[config.mk]
export PLATFORM = sky130hd
export DESIGN_NAME = smie_ctrl
export DESIGN_NICKNAME = d
export VERILOG_FILES = /design/src/smie_pkg.sv /design/src/smie_ctrl.sv
export SDC_FILE = /design/constraint.sdc
export NUM_CORES = 1
export LEC_CHECK = 0
export BUFFER_PORTS_ARGS = -buffer_cell sky130_fd_sc_hd__buf_4
export CAP_MARGIN = 20
export CORE_AREA = 2 2 39 41
export CTS_CLUSTER_SIZE = 40
export DETAILED_ROUTE_END_ITERATION = 7
export DIE_AREA = 0 0 41 43
export PLACE_DENSITY_LB_ADDON = 0.2
export SLEW_MARGIN = 20
export SYNTH_ARGS = -nofsm -noshare
export SYNTH_HDL_FRONTEND = slang
export SYNTH_SLANG_ARGS = --single-unit
[constraint.sdc]
create_clock -name clk -period 3.04 [get_ports clk]
set_clock_uncertainty 0.05 [all_clocks]
set_input_delay 0.608 -clock clk [delete_from_list [all_inputs] [get_ports clk]]
set_output_delay 0.608 -clock clk [all_outputs]
set_load 0.05 [all_outputs]
[src/smie_pkg.sv]
// package: opcodes, error codes, controller states and command structs for the stack machine core
package smie_pkg;

  localparam int STACK_DEPTH_DEF   = 256;
  localparam int MEMORY_WORDS_DEF  = 256;
  localparam int PROGRAM_WORDS_DEF = 4096;

  localparam int OPCODE_W = 5;
  localparam int WORD_W   = 32;
  localparam int ADDR_W   = 12;
  localparam int ERR_W    = 3;

  typedef enum logic [OPCODE_W-1:0] {
    OP_PUSH = 5'd0, OP_POP = 5'd1, OP_DUP = 5'd2, OP_ADD = 5'd3, OP_SUB = 5'd4,
    OP_MUL = 5'd5, OP_DIV = 5'd6, OP_JMP = 5'd7, OP_JIT = 5'd8, OP_JIF = 5'd9,
    OP_CALL = 5'd10, OP_RET = 5'd11, OP_STS = 5'd12, OP_RCS = 5'd13,
    OP_EQ = 5'd14, OP_GT = 5'd15, OP_GE = 5'd16, OP_LT = 5'd17, OP_LE = 5'd18,
    OP_NE = 5'd19, OP_STO = 5'd20, OP_RCL = 5'd21, OP_END = 5'd22,
    OP_PRN = 5'd23, OP_STL = 5'd24, OP_RCE = 5'd25, OP_ALC = 5'd26,
    OP_FRE = 5'd27, OP_X28 = 5'd28, OP_X29 = 5'd29, OP_X30 = 5'd30, OP_X31 = 5'd31
  } opcode_t;

  typedef enum logic [ERR_W-1:0] {
    ERR_NONE = 3'd0, ERR_DUNDER = 3'd1, ERR_DOVER = 3'd2,
    ERR_CUNDER = 3'd3, ERR_COVER = 3'd4, ERR_DIVZERO = 3'd5
  } err_t;

  typedef enum logic [3:0] {
    ST_IDLE, ST_READ, ST_EXEC, ST_DIV, ST_ALC, ST_FRE, ST_DONE
  } state_t;

  // controller to datapath
  typedef struct packed {
    logic load;       // capture input item, start stack reads
    logic exec;       // evaluate and latch decode
    logic div_start;
    logic div_step;
    logic alc_step;
    logic commit;     // finish instruction, build result
  } cmd_t;

  // datapath to controller
  typedef struct packed {
    logic stopped;
    logic fault;      // decode found error, end or limit
    logic need_div;
    logic need_alc;
    logic need_fre;
    logic div_done;
    logic alc_done;
  } stat_t;

endpackage

[src/smie_ctrl.sv]
// controller: sequences load, read, execute, iterative ops and result handoff
module smie_ctrl import smie_pkg::*; (
  input  logic  clk,
  input  logic  rst_n,
  input  logic  in_valid,
  output logic  in_ready,
  output logic  out_valid,
  input  logic  out_ready,
  input  stat_t stat,
  output cmd_t  cmd
);

  state_t state_r, state_nxt;

  always_ff @(posedge clk) begin
    if (!rst_n) state_r <= ST_IDLE;
    else state_r <= state_nxt;
  end

  always_comb begin
    state_nxt = state_r;
    cmd       = '0;
    in_ready  = 1'b0;
    out_valid = 1'b0;
    case (state_r)
      ST_IDLE: begin
        in_ready = 1'b1;
        if (in_valid) begin
          cmd.load  = 1'b1;
          state_nxt = ST_READ;
        end
      end
      ST_READ: begin
        cmd.exec  = 1'b1;
        state_nxt = ST_EXEC;
      end
      ST_EXEC: begin
        if (!stat.fault && stat.need_div) begin
          cmd.div_start = 1'b1;
          state_nxt = ST_DIV;
        end else if (!stat.fault && stat.need_alc) begin
          state_nxt = ST_ALC;
        end else if (!stat.fault && stat.need_fre) begin
          state_nxt = ST_FRE;
        end else begin
          cmd.commit = 1'b1;
          state_nxt = ST_DONE;
        end
      end
      ST_DIV: begin
        cmd.div_step = 1'b1;
        if (stat.div_done) begin
          cmd.commit = 1'b1;
          state_nxt = ST_DONE;
        end
      end
      ST_ALC: begin
        cmd.alc_step = 1'b1;
        if (stat.alc_done) begin
          cmd.commit = 1'b1;
          state_nxt = ST_DONE;
        end
      end
      ST_FRE: begin
        cmd.commit   = 1'b1;
        state_nxt    = ST_DONE;
      end
      ST_DONE: begin
        out_valid = 1'b1;
        if (out_ready) state_nxt = ST_IDLE;
      end
      default: state_nxt = ST_IDLE;
    endcase
  end

endmodule

# Word-level counts from Yosys, hierarchy flattened
# Index checks and enable logic that the tools add are counted.
# totals
register_bits	4
input_bits	11
out_inout_bits	8
elab_cells	40
# op_classes
n_eq_ne	10
muxes	23
reduce_logical	6
# ops
op	n
one-hot mux 4 bit (7 select lines)	1
two-way mux 4 bit	6
two-way mux 1 bit	14
equality test 4 x 3 -> 1 bit (second input constant)	3
equality test 4 x 2 -> 1 bit (second input constant)	2
!= test 2 bit (second input constant)	4
equality test 4 x 1 -> 1 bit (second input constant)	1
zero test 4 bit	1
one-hot mux 1 bit (4 select lines)	1
AND reduction 4 bit	1
logical AND 1 bit	3
two-way mux 2 bit	1
zero test 1 bit	1

# Depth between registers and ports, before layout
# Gate-level depths: netlist (run 1).
# logic_depth
ltp_word	6
depth_mapped	4

# Least setup slack after synthesis (run 1)
# No wires, ideal clock.
# synth_path
kind	register to output
from	register state_r[2]
to	output port cmd[1] in the netlist's numbering
t_arrival_ps	1689
required_ps	2382
path_slack_ps	693
stages_incl_launch_ff	3
n_path_buf	1
cell_sequence	dfxtp_1 -> buf_2 -> nor3b_1
# synth_lines
element	line_no	source
start, declared	smie_ctrl.sv:13	state_t state_r, state_nxt;
start signal, assigned	smie_ctrl.sv:17	else state_r <= state_nxt;
end, declared	smie_ctrl.sv:10	output cmd_t cmd

==> flow_metrics.py, run 1 <==
metrics = {
    "critical_path": {
        "worstPathMaxFanout": 5,
        "worstReg2RegEnd": "state_r[0]",
        "reg2reg_depth": 3,
        "r2r_start": "state_r[0]",
        "cp-start-kind": "input pin",
        "crit_type": "in2out",
        "cp.arrival_ns": 1.47,
        "startpoint": "stat[4]",
        "cp.required_ns": 2.38,
        "cp-endpoint": "cmd[0]",
        "worst_setup_path_end_kind": "output pin",
        "regToRegSetupSlack_ns": 1.76,
    },
    "timing": {
        "setup_slack_ns": 0.916,
        "min_period_ns": 2.12,
        "fmax_ghz": 0.471,
        "slew_headroom_pct": 69.9,
        "tns_ns": 0,
        "finalSetupViolCount": 0,
        "hold_viol": 0,
        "worst_pin_slew_ns": 0.451,
        "whs_ns": 0.595,
        "finalMaxSlewViolations": 0,
        "rsz0062_at_grt": "false",
        "finalCritPeriodShare_pct": 69.9,
    },
    "yosys": {
        "yosys.area.top_type_share_pct": 20.3,
        "async_reset_ff_share_pct": 0,
        "netlist_top_cells_area": "dfxtp_1 (20%), nor3b_1 (10%), nor3_2 (6.8%)",
        "synth_top_family_by_area": "simple AND/OR/NAND/NOR gates",
        "avgSynthCellArea_sq_um": 7.60,
        "yosys.area_share.simple_pct": 48.1,
        "synth_compound_area_share_pct": 21.9,
        "synthAdderAreaFrac_pct": 0,
        "ys_ff_latch": 3,
        "synth_common_cells": "nand2_1 (4), nor3b_1 (4), dfxtp_1 (3), nor2_1 (3)",
        "synth_edf_count": 0,
        "yosysTopAreaCell": "dfxtp_1",
        "synth_area_sq_um": 297,
        "ys.flop_type": "dfxtp_1",
        "yosysUniqueCellTypes": 25,
        "yosysSeqAreaShare_pct": 20.3,
        "yosys_warnings": 0,
        "synth_cells": 39,
        "synth_fp_nets": 50,
        "synth_xor_area_share_pct": 0,
        "synthMuxAreaShare_pct": 0,
    },
    "global_route": {
        "grt_pass1_wl_mm": 1.16,
        "antenna_found_initial": 0,
        "first_global_vias": 288,
        "grt_max_degree": 14,
        "grt_use_total_pct": 9.52,
        "grt_overflow": 0,
    },
    "min_path": {
        "hold_depth": 3,
        "hold_class": "in2reg",
    },
    "routing": {
        "drc": 0,
        "viasPerCell": 4.78,
        "wirelength_um": 802,
        "vias": 349,
        "antenna_left": 0,
        "drt_iter0_drc": 2,
        "post_drt_wl_per_cell_um": 11.0,
        "drt-pass1-iter-count": 2,
    },
    "finish": {
        "final_layout_size_suffix_gt1_share_pct": 42.1,
        "fill_cells": 158,
        "multi_input_area_sq_um": 208,
        "final_cell_area_sq_um": 449,
        "seq_area_sq_um": 60.1,
        "largest_register": "state_r",
        "post-route-util_pct": 32.5,
        "final_nets": 69,
        "final_cells": 73,
        "largest_reg_flops": 3,
        "reg.largest.list": "state_r x3",
        "antenna_cells": 0,
        "area_growth_pct": 51.5,
    },
    "status": {
        "outcome": "finished, final reports clean",
    },
    "cts": {
        "post_cts_buffers": 0,
        "cts_tree": "yes",
        "htreeDepth": 1,
        "numCtsBuffers": 3,
        "cts_buffer_depth": 2,
        "clock_latency_ns": 0.24,
        "postCtsResizedCells": 0,
        "hold_buffers": 0,
        "cts_root_buf": "clkbuf_4",
        "path_clk_slew_ns": 0.04,
        "clock_sinks": 3,
    },
    "placement": {
        "dpl.cell_count": 69,
        "place_hpwl_um": 591,
        "io_buffers": 17,
        "dp_slack_ns": 0.890,
        "placed_cell_area_sq_um": 423,
        "place.gp.congestion": 0.770,
    },
    "die": {
        "initial_core_util_pct": 21.4,
        "die_x_um": 41,
        "die_y_um": 43,
        "fp.dieArea_sq_mm": 0.00176,
        "core_region_area_sq_mm": 0.00138,
        "rows": 14,
        "io_pins": 19,
    },
    "power_and_ir_drop": {
        "ir_drop_uv": 212,
        "powerDensity_mw_per_mm2": 647,
        "leakage_nw": 0.183,
        "fin_total_pwr_uw": 290,
    },
    "flow_run": {
        "maxCapViolCount": 0,
    },
}
-- worst max-delay path, cell delays in order --
cell and delay [ns]:
buf_4 0.13, nor3_1 0.22, o311ai_1 0.11, o22ai_1 0.18, buf_4 0.22
-- final cells by class --
type	instances	share of cell area, %
well taps	16	4.46
inverters	2	1.67
clock buffers	4	5.85
flip-flops and latches	3	13.4
multi-input cells	31	46.2
repair buffers	17	28.4
-- where the power goes --
group	internal (mW)	switching, mW	total (mW)
logic	0.0570	0.0925	0.150
registers	0.0467	0.0232	0.0699
clock network	0.0493	0.0218	0.0710
total	0.153	0.137	0.290
-- per-layer routing --
layer  up-vias  wire [um]  GRT usage, %
li1        178          -             -
met1       153        391          12.8
met2        16        318          13.4
met3         2         76          3.14
met4         0         15          4.00
met5         -          0             0
-- placed cells by master (no fill, tap or decap), drive strengths merged --
cell / count
buf: 17
nor3b: 4
nand2: 4
nor2: 4
clkbuf: 4
dfxtp: 3
nor3: 3
inv: 2
o22ai: 2
nand2b: 1
o311ai: 1
or3: 1
and2: 1
o211ai: 1
nand3b: 1
o21ai: 1
a2bb2oi: 1
nor2b: 1
o221ai: 1
o32ai: 1
or3b: 1
nand4b: 1
a21oi: 1
-- worst min path at each step --
stage | from | endpoint
floorplan | state_r[2] | state_r[0]
global placement | state_r[1] | state_r[2]
detailed placement | state_r[2] | state_r[2]
CTS | rst_n | state_r[2]
global route | stat[0] | state_r[1]
finish | rst_n | state_r[2]
-- logic make-up after synthesis --
logic type,count (synthesis)
AND/OR/NAND/NOR,22
AO/OA/AOI/OAI,9
buffers and inverters,5
flip-flops,3
Note: power is estimated with default switching activity, not from simulation.
==> inputs of run 2 (changes only) <==
--- a/config.mk
+++ b/config.mk
@@ -5,6 +5,7 @@
 export SDC_FILE = /design/constraint.sdc
 export NUM_CORES = 1
 export LEC_CHECK = 0
+export ABC_AREA = 1
 export BUFFER_PORTS_ARGS = -buffer_cell sky130_fd_sc_hd__buf_4
 export CAP_MARGIN = 20
 export CORE_AREA = 2 2 39 41
==> constraint.sdc (replaced) <==
create_clock -name clk -period 2.15 [get_ports clk]
set_clock_uncertainty 0.05 [all_clocks]
set_input_delay 0.43 -clock clk [delete_from_list [all_inputs] [get_ports clk]]
set_output_delay 0.43 -clock clk [all_outputs]
set_load 0.05 [all_outputs]
==> run 2 against run 1 <==
  * Non-clock buffer count did not move
  * Critical path depth rose by 1
  * Clock-buffer cell count did not move
  * Power rose to 2.6 times the previous value
  * Largest cell class unchanged
  * Global-route usage rose by 2.2 points
  * Combinational power rose to 3.5 times the previous value
  * Final cell count rose by 37%
  * Synthesized cell count rose by 62%
  * Worst setup slack got worse by 0.68 ns
  * Sequential power rose by 73%
==> flow_metrics.py, run 2 <==
metrics = {
    "status": {
        "outcome": "finished, final reports clean",
    },
    "yosys": {
        "yosysUniqueCellTypes": 15,
        "synth_area_sq_um": 325,
        "async_reset_ff_share_pct": 0,
        "ys_ff_latch": 3,
        "avgSynthCellArea_sq_um": 5.16,
        "yosysSeqAreaShare_pct": 18.5,
        "yosys.area.top_type_share_pct": 23.1,
        "synth_fp_nets": 74,
        "synth_common_cells": "nand2_1 (20), inv_1 (14), nor2_1 (11)",
        "netlist_top_cells_area": "nand2_1 (23%), dfxtp_1 (18%), inv_1 (16%)",
        "synth_edf_count": 0,
        "ys.flop_type": "dfxtp_1",
        "synth.most_common_cell": "nand2_1",
        "synth_cells": 63,
        "yosys_warnings": 0,
        "yosysTopAreaCell": "nand2_1",
    },
    "finish": {
        "largest_reg_flops": 3,
        "largest_register": "state_r",
        "reg.largest.list": "state_r x3",
        "final_layout_size_suffix_gt1_share_pct": 32.1,
        "fill_cells": 167,
        "mostFrequentLayoutCells": "nand2_1 (20), buf_4 (17), inv_1 (14), nor2_1 (11), nand3_1 (4)",
        "final_common_cell": "nand2_1",
        "area_growth_pct": 55.4,
        "antenna_cells": 0,
        "final_nets": 96,
    },
    "timing": {
        "finalCritPeriodShare_pct": 89.0,
        "tns_ns": 0,
        "rsz0062_at_grt": "false",
        "slew_headroom_pct": 82.1,
        "finalSetupViolCount": 0,
        "worst_pin_slew_ns": 0.268,
        "finalMaxSlewViolations": 0,
        "min_period_ns": 1.91,
        "hold_viol": 0,
        "fmax_ghz": 0.522,
    },
    "global_route": {
        "grt_overflow": 0,
        "first_global_vias": 398,
        "grt_use_total_pct": 11.7,
        "grt_pass1_wl_mm": 1.38,
        "grt_max_degree": 8,
        "antenna_found_initial": 0,
    },
    "routing": {
        "dr_wl_met3_um": 50,
        "vias": 416,
        "wl_met1_um": 357,
        "topRoutingLayerUsed": "met4",
        "antenna_left": 0,
        "route.met2.wl_um": 374,
        "drt_iter0_drc": 4,
        "viasPerCell": 4.16,
        "drt-pass1-iter-count": 2,
        "post_drt_wl_per_cell_um": 7.95,
        "wirelength_um": 795,
        "drc": 0,
    },
    "critical_path": {
        "cp-start-kind": "register",
        "regToRegSetupSlack_ns": 0.90,
        "cp.required_ns": 1.67,
        "worst_setup_path_end_kind": "output pin",
        "slowest_stage": "dfxtp_1",
        "worstPathMaxFanout": 6,
        "crit_type": "reg2out",
        "cp.arrival_ns": 1.43,
        "path_cells": "inv_2, nand3_1, a21oi_1, nand2_1, o221ai_2, buf_4",
        "critical-path-max-stage-delay_ns": 0.37,
    },
    "die": {
        "fp.dieArea_sq_mm": 0.00176,
        "rows": 14,
        "initial_core_util_pct": 23.5,
        "die_y_um": 43,
        "io_pins": 19,
        "core_region_area_sq_mm": 0.00138,
        "die_x_um": 41,
    },
    "power_and_ir_drop": {
        "powerDensity_mw_per_mm2": 1480,
        "fin_total_pwr_uw": 748,
        "ir_drop_uv": 331,
        "leakage_nw": 0.309,
    },
    "min_path": {
        "hold_class": "in2reg",
    },
    "placement": {
        "place_hpwl_um": 659,
        "place.gp.congestion": 0.699,
        "io_buffers": 17,
    },
    "cts": {
        "cts_buffer_depth": 2,
        "numCtsBuffers": 3,
        "path_clk_slew_ns": 0.04,
        "postCtsResizedCells": 0,
        "clock_latency_ns": 0.23,
        "cts_tree": "yes",
        "cts_root_buf": "clkbuf_4",
        "htreeDepth": 1,
        "hold_buffers": 0,
        "clock_sinks": 3,
        "post_cts_buffers": 0,
    },
    "flow_run": {
        "maxCapViolCount": 0,
    },
}
-- run 2: changes by cell type after synthesis, moves of 4 or more --
cell / previous run / this run
nor2_1: 3 / 11
inv_1: 2 / 14
nor3b_1: 4 / 0
nand3_1: 0 / 4
nand2_1: 4 / 20
-- run 2: worst max-delay path, delay by kind of cell (launching register included) --
family | cells | cell delay (ns)
flops | 1 | 0.37
compound gates | 2 | 0.27
buf+inv | 2 | 0.34
simple gates | 2 | 0.22
-- run 2: final cells by class --
| type | instances | area, sq um | share of cell area (%) |
|---|---|---|---|
| clock buffer | 4 | 26.3 | 5.20 |
| inverter | 15 | 56.3 | 11.1 |
| multi-input combinational | 45 | 215 | 42.6 |
| sequential | 3 | 60.1 | 11.9 |
| tap | 16 | 20.0 | 3.96 |
| timing repair buffer | 17 | 128 | 25.2 |
-- run 2: cell families (layout without fill, tap and decap cells) --
group	after synthesis	in the layout	share of synthesized area, %
buffers and inverters	15	36	17.3
AO/OA/AOI/OAI	4	4	8.46
flip-flops	3	3	18.5
AND/OR/NAND/NOR	41	41	55.8
-- run 2: path summary, 6_finish.rpt --
check                  start         end  depth (start not counted)
setup / recovery  state_r[2]      cmd[0]                          6
hold reg to reg   state_r[1]  state_r[1]                          2
hold / removal         rst_n  state_r[1]                          3
setup reg to reg  state_r[2]  state_r[1]                          7
-- run 2: per-stage QoR --
| stage | hold WS, ns | cells | utilization (%) | cell area [sq um] | setup WS, ns |
|---|---|---|---|---|---|
| floorplan | 0.475 | 63 | - | 332 | 0.0593 |
| global placement | 0.520 | 96 | 34.6 | 479 | 0.480 |
| detailed placement | 0.533 | 96 | 34.6 | 479 | 0.481 |
| CTS | 0.389 | 100 | 36.5 | 505 | 0.232 |
| global route | 0.385 | 100 | 36.5 | 505 | 0.0937 |
| finish | 0.393 | 100 | 36.5 | 505 | 0.236 |
-- run 2: power by group --
group | switching, mW | internal (mW) | total (mW)
clock network | 0.0299 | 0.0696 | 0.0995
logic | 0.364 | 0.163 | 0.527
registers | 0.0412 | 0.0797 | 0.121
-- run 2: per-layer routing --
| metal | vias to the layer above | GRT usage (%) |
|---|---|---|
| met5 | - | 0 |
| met3 | 2 | 3.14 |
| met2 | 12 | 19.1 |
| li1 | 230 | - |
| met1 | 172 | 12.1 |
| met4 | 0 | 8.00 |
==> inputs of run 3 (changes only) <==
--- a/config.mk
+++ b/config.mk
@@ -12,7 +12,7 @@
 export CTS_CLUSTER_SIZE = 40
 export DETAILED_ROUTE_END_ITERATION = 7
 export DIE_AREA = 0 0 41 43
-export PLACE_DENSITY_LB_ADDON = 0.2
+export PLACE_DENSITY = 0.58
 export SLEW_MARGIN = 20
 export SYNTH_ARGS = -nofsm -noshare
 export SYNTH_HDL_FRONTEND = slang
==> run 3 against run 2 <==
  * Clock-buffer cell count stayed put
  * Highest routed layer is now met3
  * Critical path depth did not move
  * Power fell by 0.46%
  * Sequential power about the same
  * Sequential share of layout area unchanged
  * Non-clock buffer count unchanged
==> flow_metrics.py, run 3 (synthesized netlist as in run 2, its figures left out) <==
metrics = {
    "status": {
        "outcome": "finished, final reports clean",
    },
    "cts": {
        "path_clk_slew_ns": 0.04,
        "clock_latency_ns": 0.23,
        "clock_sinks": 3,
        "htreeDepth": 1,
        "hold_buffers": 0,
        "cts_tree": "yes",
        "postCtsResizedCells": 0,
        "cts_buffer_depth": 2,
        "cts_root_buf": "clkbuf_4",
        "numCtsBuffers": 3,
        "post_cts_buffers": 0,
    },
    "routing": {
        "drc": 0,
        "viasPerCell": 4.10,
        "antenna_left": 0,
        "wirelength_um": 777,
        "post_drt_wl_per_cell_um": 7.77,
        "vias": 410,
        "drt_iter0_drc": 6,
        "drt-pass1-iter-count": 4,
    },
    "global_route": {
        "busiest_layer": "met1",
        "antenna_found_initial": 0,
        "grt_use_total_pct": 10.9,
        "first_global_vias": 323,
        "met1_usage_pct": 17.9,
        "grt_max_degree": 8,
        "grt_pass1_wl_mm": 1.36,
        "use_met2_pct": 12.8,
        "met3_usage_pct": 4.71,
        "grt_overflow": 0,
    },
    "power_and_ir_drop": {
        "p_clk_share_pct": 13.1,
        "p_seq_share_pct": 16.2,
        "switching_share_pct": 58.0,
        "ir_drop_uv": 421,
        "leakage_nw": 0.309,
        "comb_power_share_pct": 70.7,
        "powerDensity_mw_per_mm2": 1470,
        "p_switching_uw": 432,
        "p_int_uw": 312,
    },
    "critical_path": {
        "cp.arrival_ns": 1.41,
        "worstPathMaxFanout": 6,
        "startpoint": "state_r[2]",
        "cp-start-kind": "register",
        "worst_setup_path_end_kind": "output pin",
        "r2r_start": "state_r[2]",
        "regToRegSetupSlack_ns": 0.93,
        "crit_type": "reg2out",
        "cp.required_ns": 1.67,
    },
    "finish": {
        "multi_input_area_sq_um": 215,
        "reg.largest.list": "state_r x3",
        "final_cells": 100,
        "antenna_cells": 0,
        "fill_cells": 163,
        "final_nets": 96,
        "mostFrequentLayoutCells": "nand2_1 (20), buf_4 (17), inv_1 (14), nor2_1 (11), nand3_1 (4)",
        "largest_reg_flops": 3,
        "area_growth_pct": 55.4,
        "seq_area_sq_um": 60.1,
        "final_common_cell": "nand2_1",
        "largest_register": "state_r",
        "final_layout_size_suffix_gt1_share_pct": 32.1,
    },
    "min_path": {
        "hp-start": "rst_n",
        "hold_class": "in2reg",
    },
    "timing": {
        "rsz0062_at_grt": "false",
        "finalCritPeriodShare_pct": 88.1,
        "tns_ns": 0,
        "worst_pin_slew_ns": 0.269,
        "min_period_ns": 1.89,
        "finalSetupViolCount": 0,
        "fmax_ghz": 0.528,
        "hold_viol": 0,
        "finalMaxSlewViolations": 0,
        "slew_headroom_pct": 82.0,
    },
    "die": {
        "core_region_area_sq_mm": 0.00138,
        "io_pins": 19,
        "initial_core_util_pct": 23.5,
        "die_x_um": 41,
        "fp.dieArea_sq_mm": 0.00176,
        "rows": 14,
        "die_y_um": 43,
    },
    "placement": {
        "place_hpwl_um": 654,
        "place.gp.congestion": 0.761,
        "dpl.cell_count": 96,
        "io_buffers": 17,
    },
    "flow_run": {
        "maxCapViolCount": 0,
    },
}
[run 3: cell counts in the layout (fill, tap and decap cells not counted)]
No cell type changed its count.
[run 3: worst paths after layout]
kind              cells past startpoint         end
setup / recovery                      6      cmd[0]
setup reg to reg                      7  state_r[1]
hold / removal                        3  state_r[1]
hold reg to reg                       2  state_r[1]
[run 3: layer usage]
metal,share of wire (%),up-vias
li1,-,231
met1,51,170
met2,44,9
met3,5.8,0
met4,0,0
met5,0,-
[run 3: through the flow]
| step | util, % | setup slack, ns | cell area [sq um] | power, mW | hold WS, ns |
|---|---|---|---|---|---|
| CTS | 36.5 | 0.224 | 505 | 0.756 | 0.384 |
| detailed placement | 34.6 | 0.477 | 479 | 0.651 | 0.511 |
| global route | 36.5 | 0.109 | 505 | 0.824 | 0.397 |
| global placement | 34.6 | 0.480 | 479 | 0.650 | 0.520 |
| floorplan | - | 0.0593 | 332 | 0.514 | 0.475 |
| finish | 36.5 | 0.256 | 505 | 0.744 | 0.390 |
[run 3: area by class of cell]
class | instances | area share (%)
Inverter | 15 | 11.1
Sequential cell | 3 | 11.9
Tap cell | 16 | 3.96
Timing Repair Buffer | 17 | 25.2
Clock buffer | 4 | 5.20
Multi-Input combinational cell | 45 | 42.6
[run 3: power by group through the flow]
stage	Clock [mW]	Sequential (mW)	Combinational, mW
6_report	0.0976	0.121	0.526
5_1_grt	0.115	0.129	0.579
4_1_cts	0.105	0.121	0.530
3_5_place_dp	0	0.122	0.529
3_3_place_gp	0	0.123	0.527
2_1_floorplan	0	0.113	0.402
[run 3: critical path, cell delays in order, from the launching register on]
cell and delay [ns]:
dfxtp_1 0.37, inv_2 0.12, nand3_1 0.13, a21oi_1 0.19
nand2_1 0.08, o221ai_2 0.06, buf_4 0.22
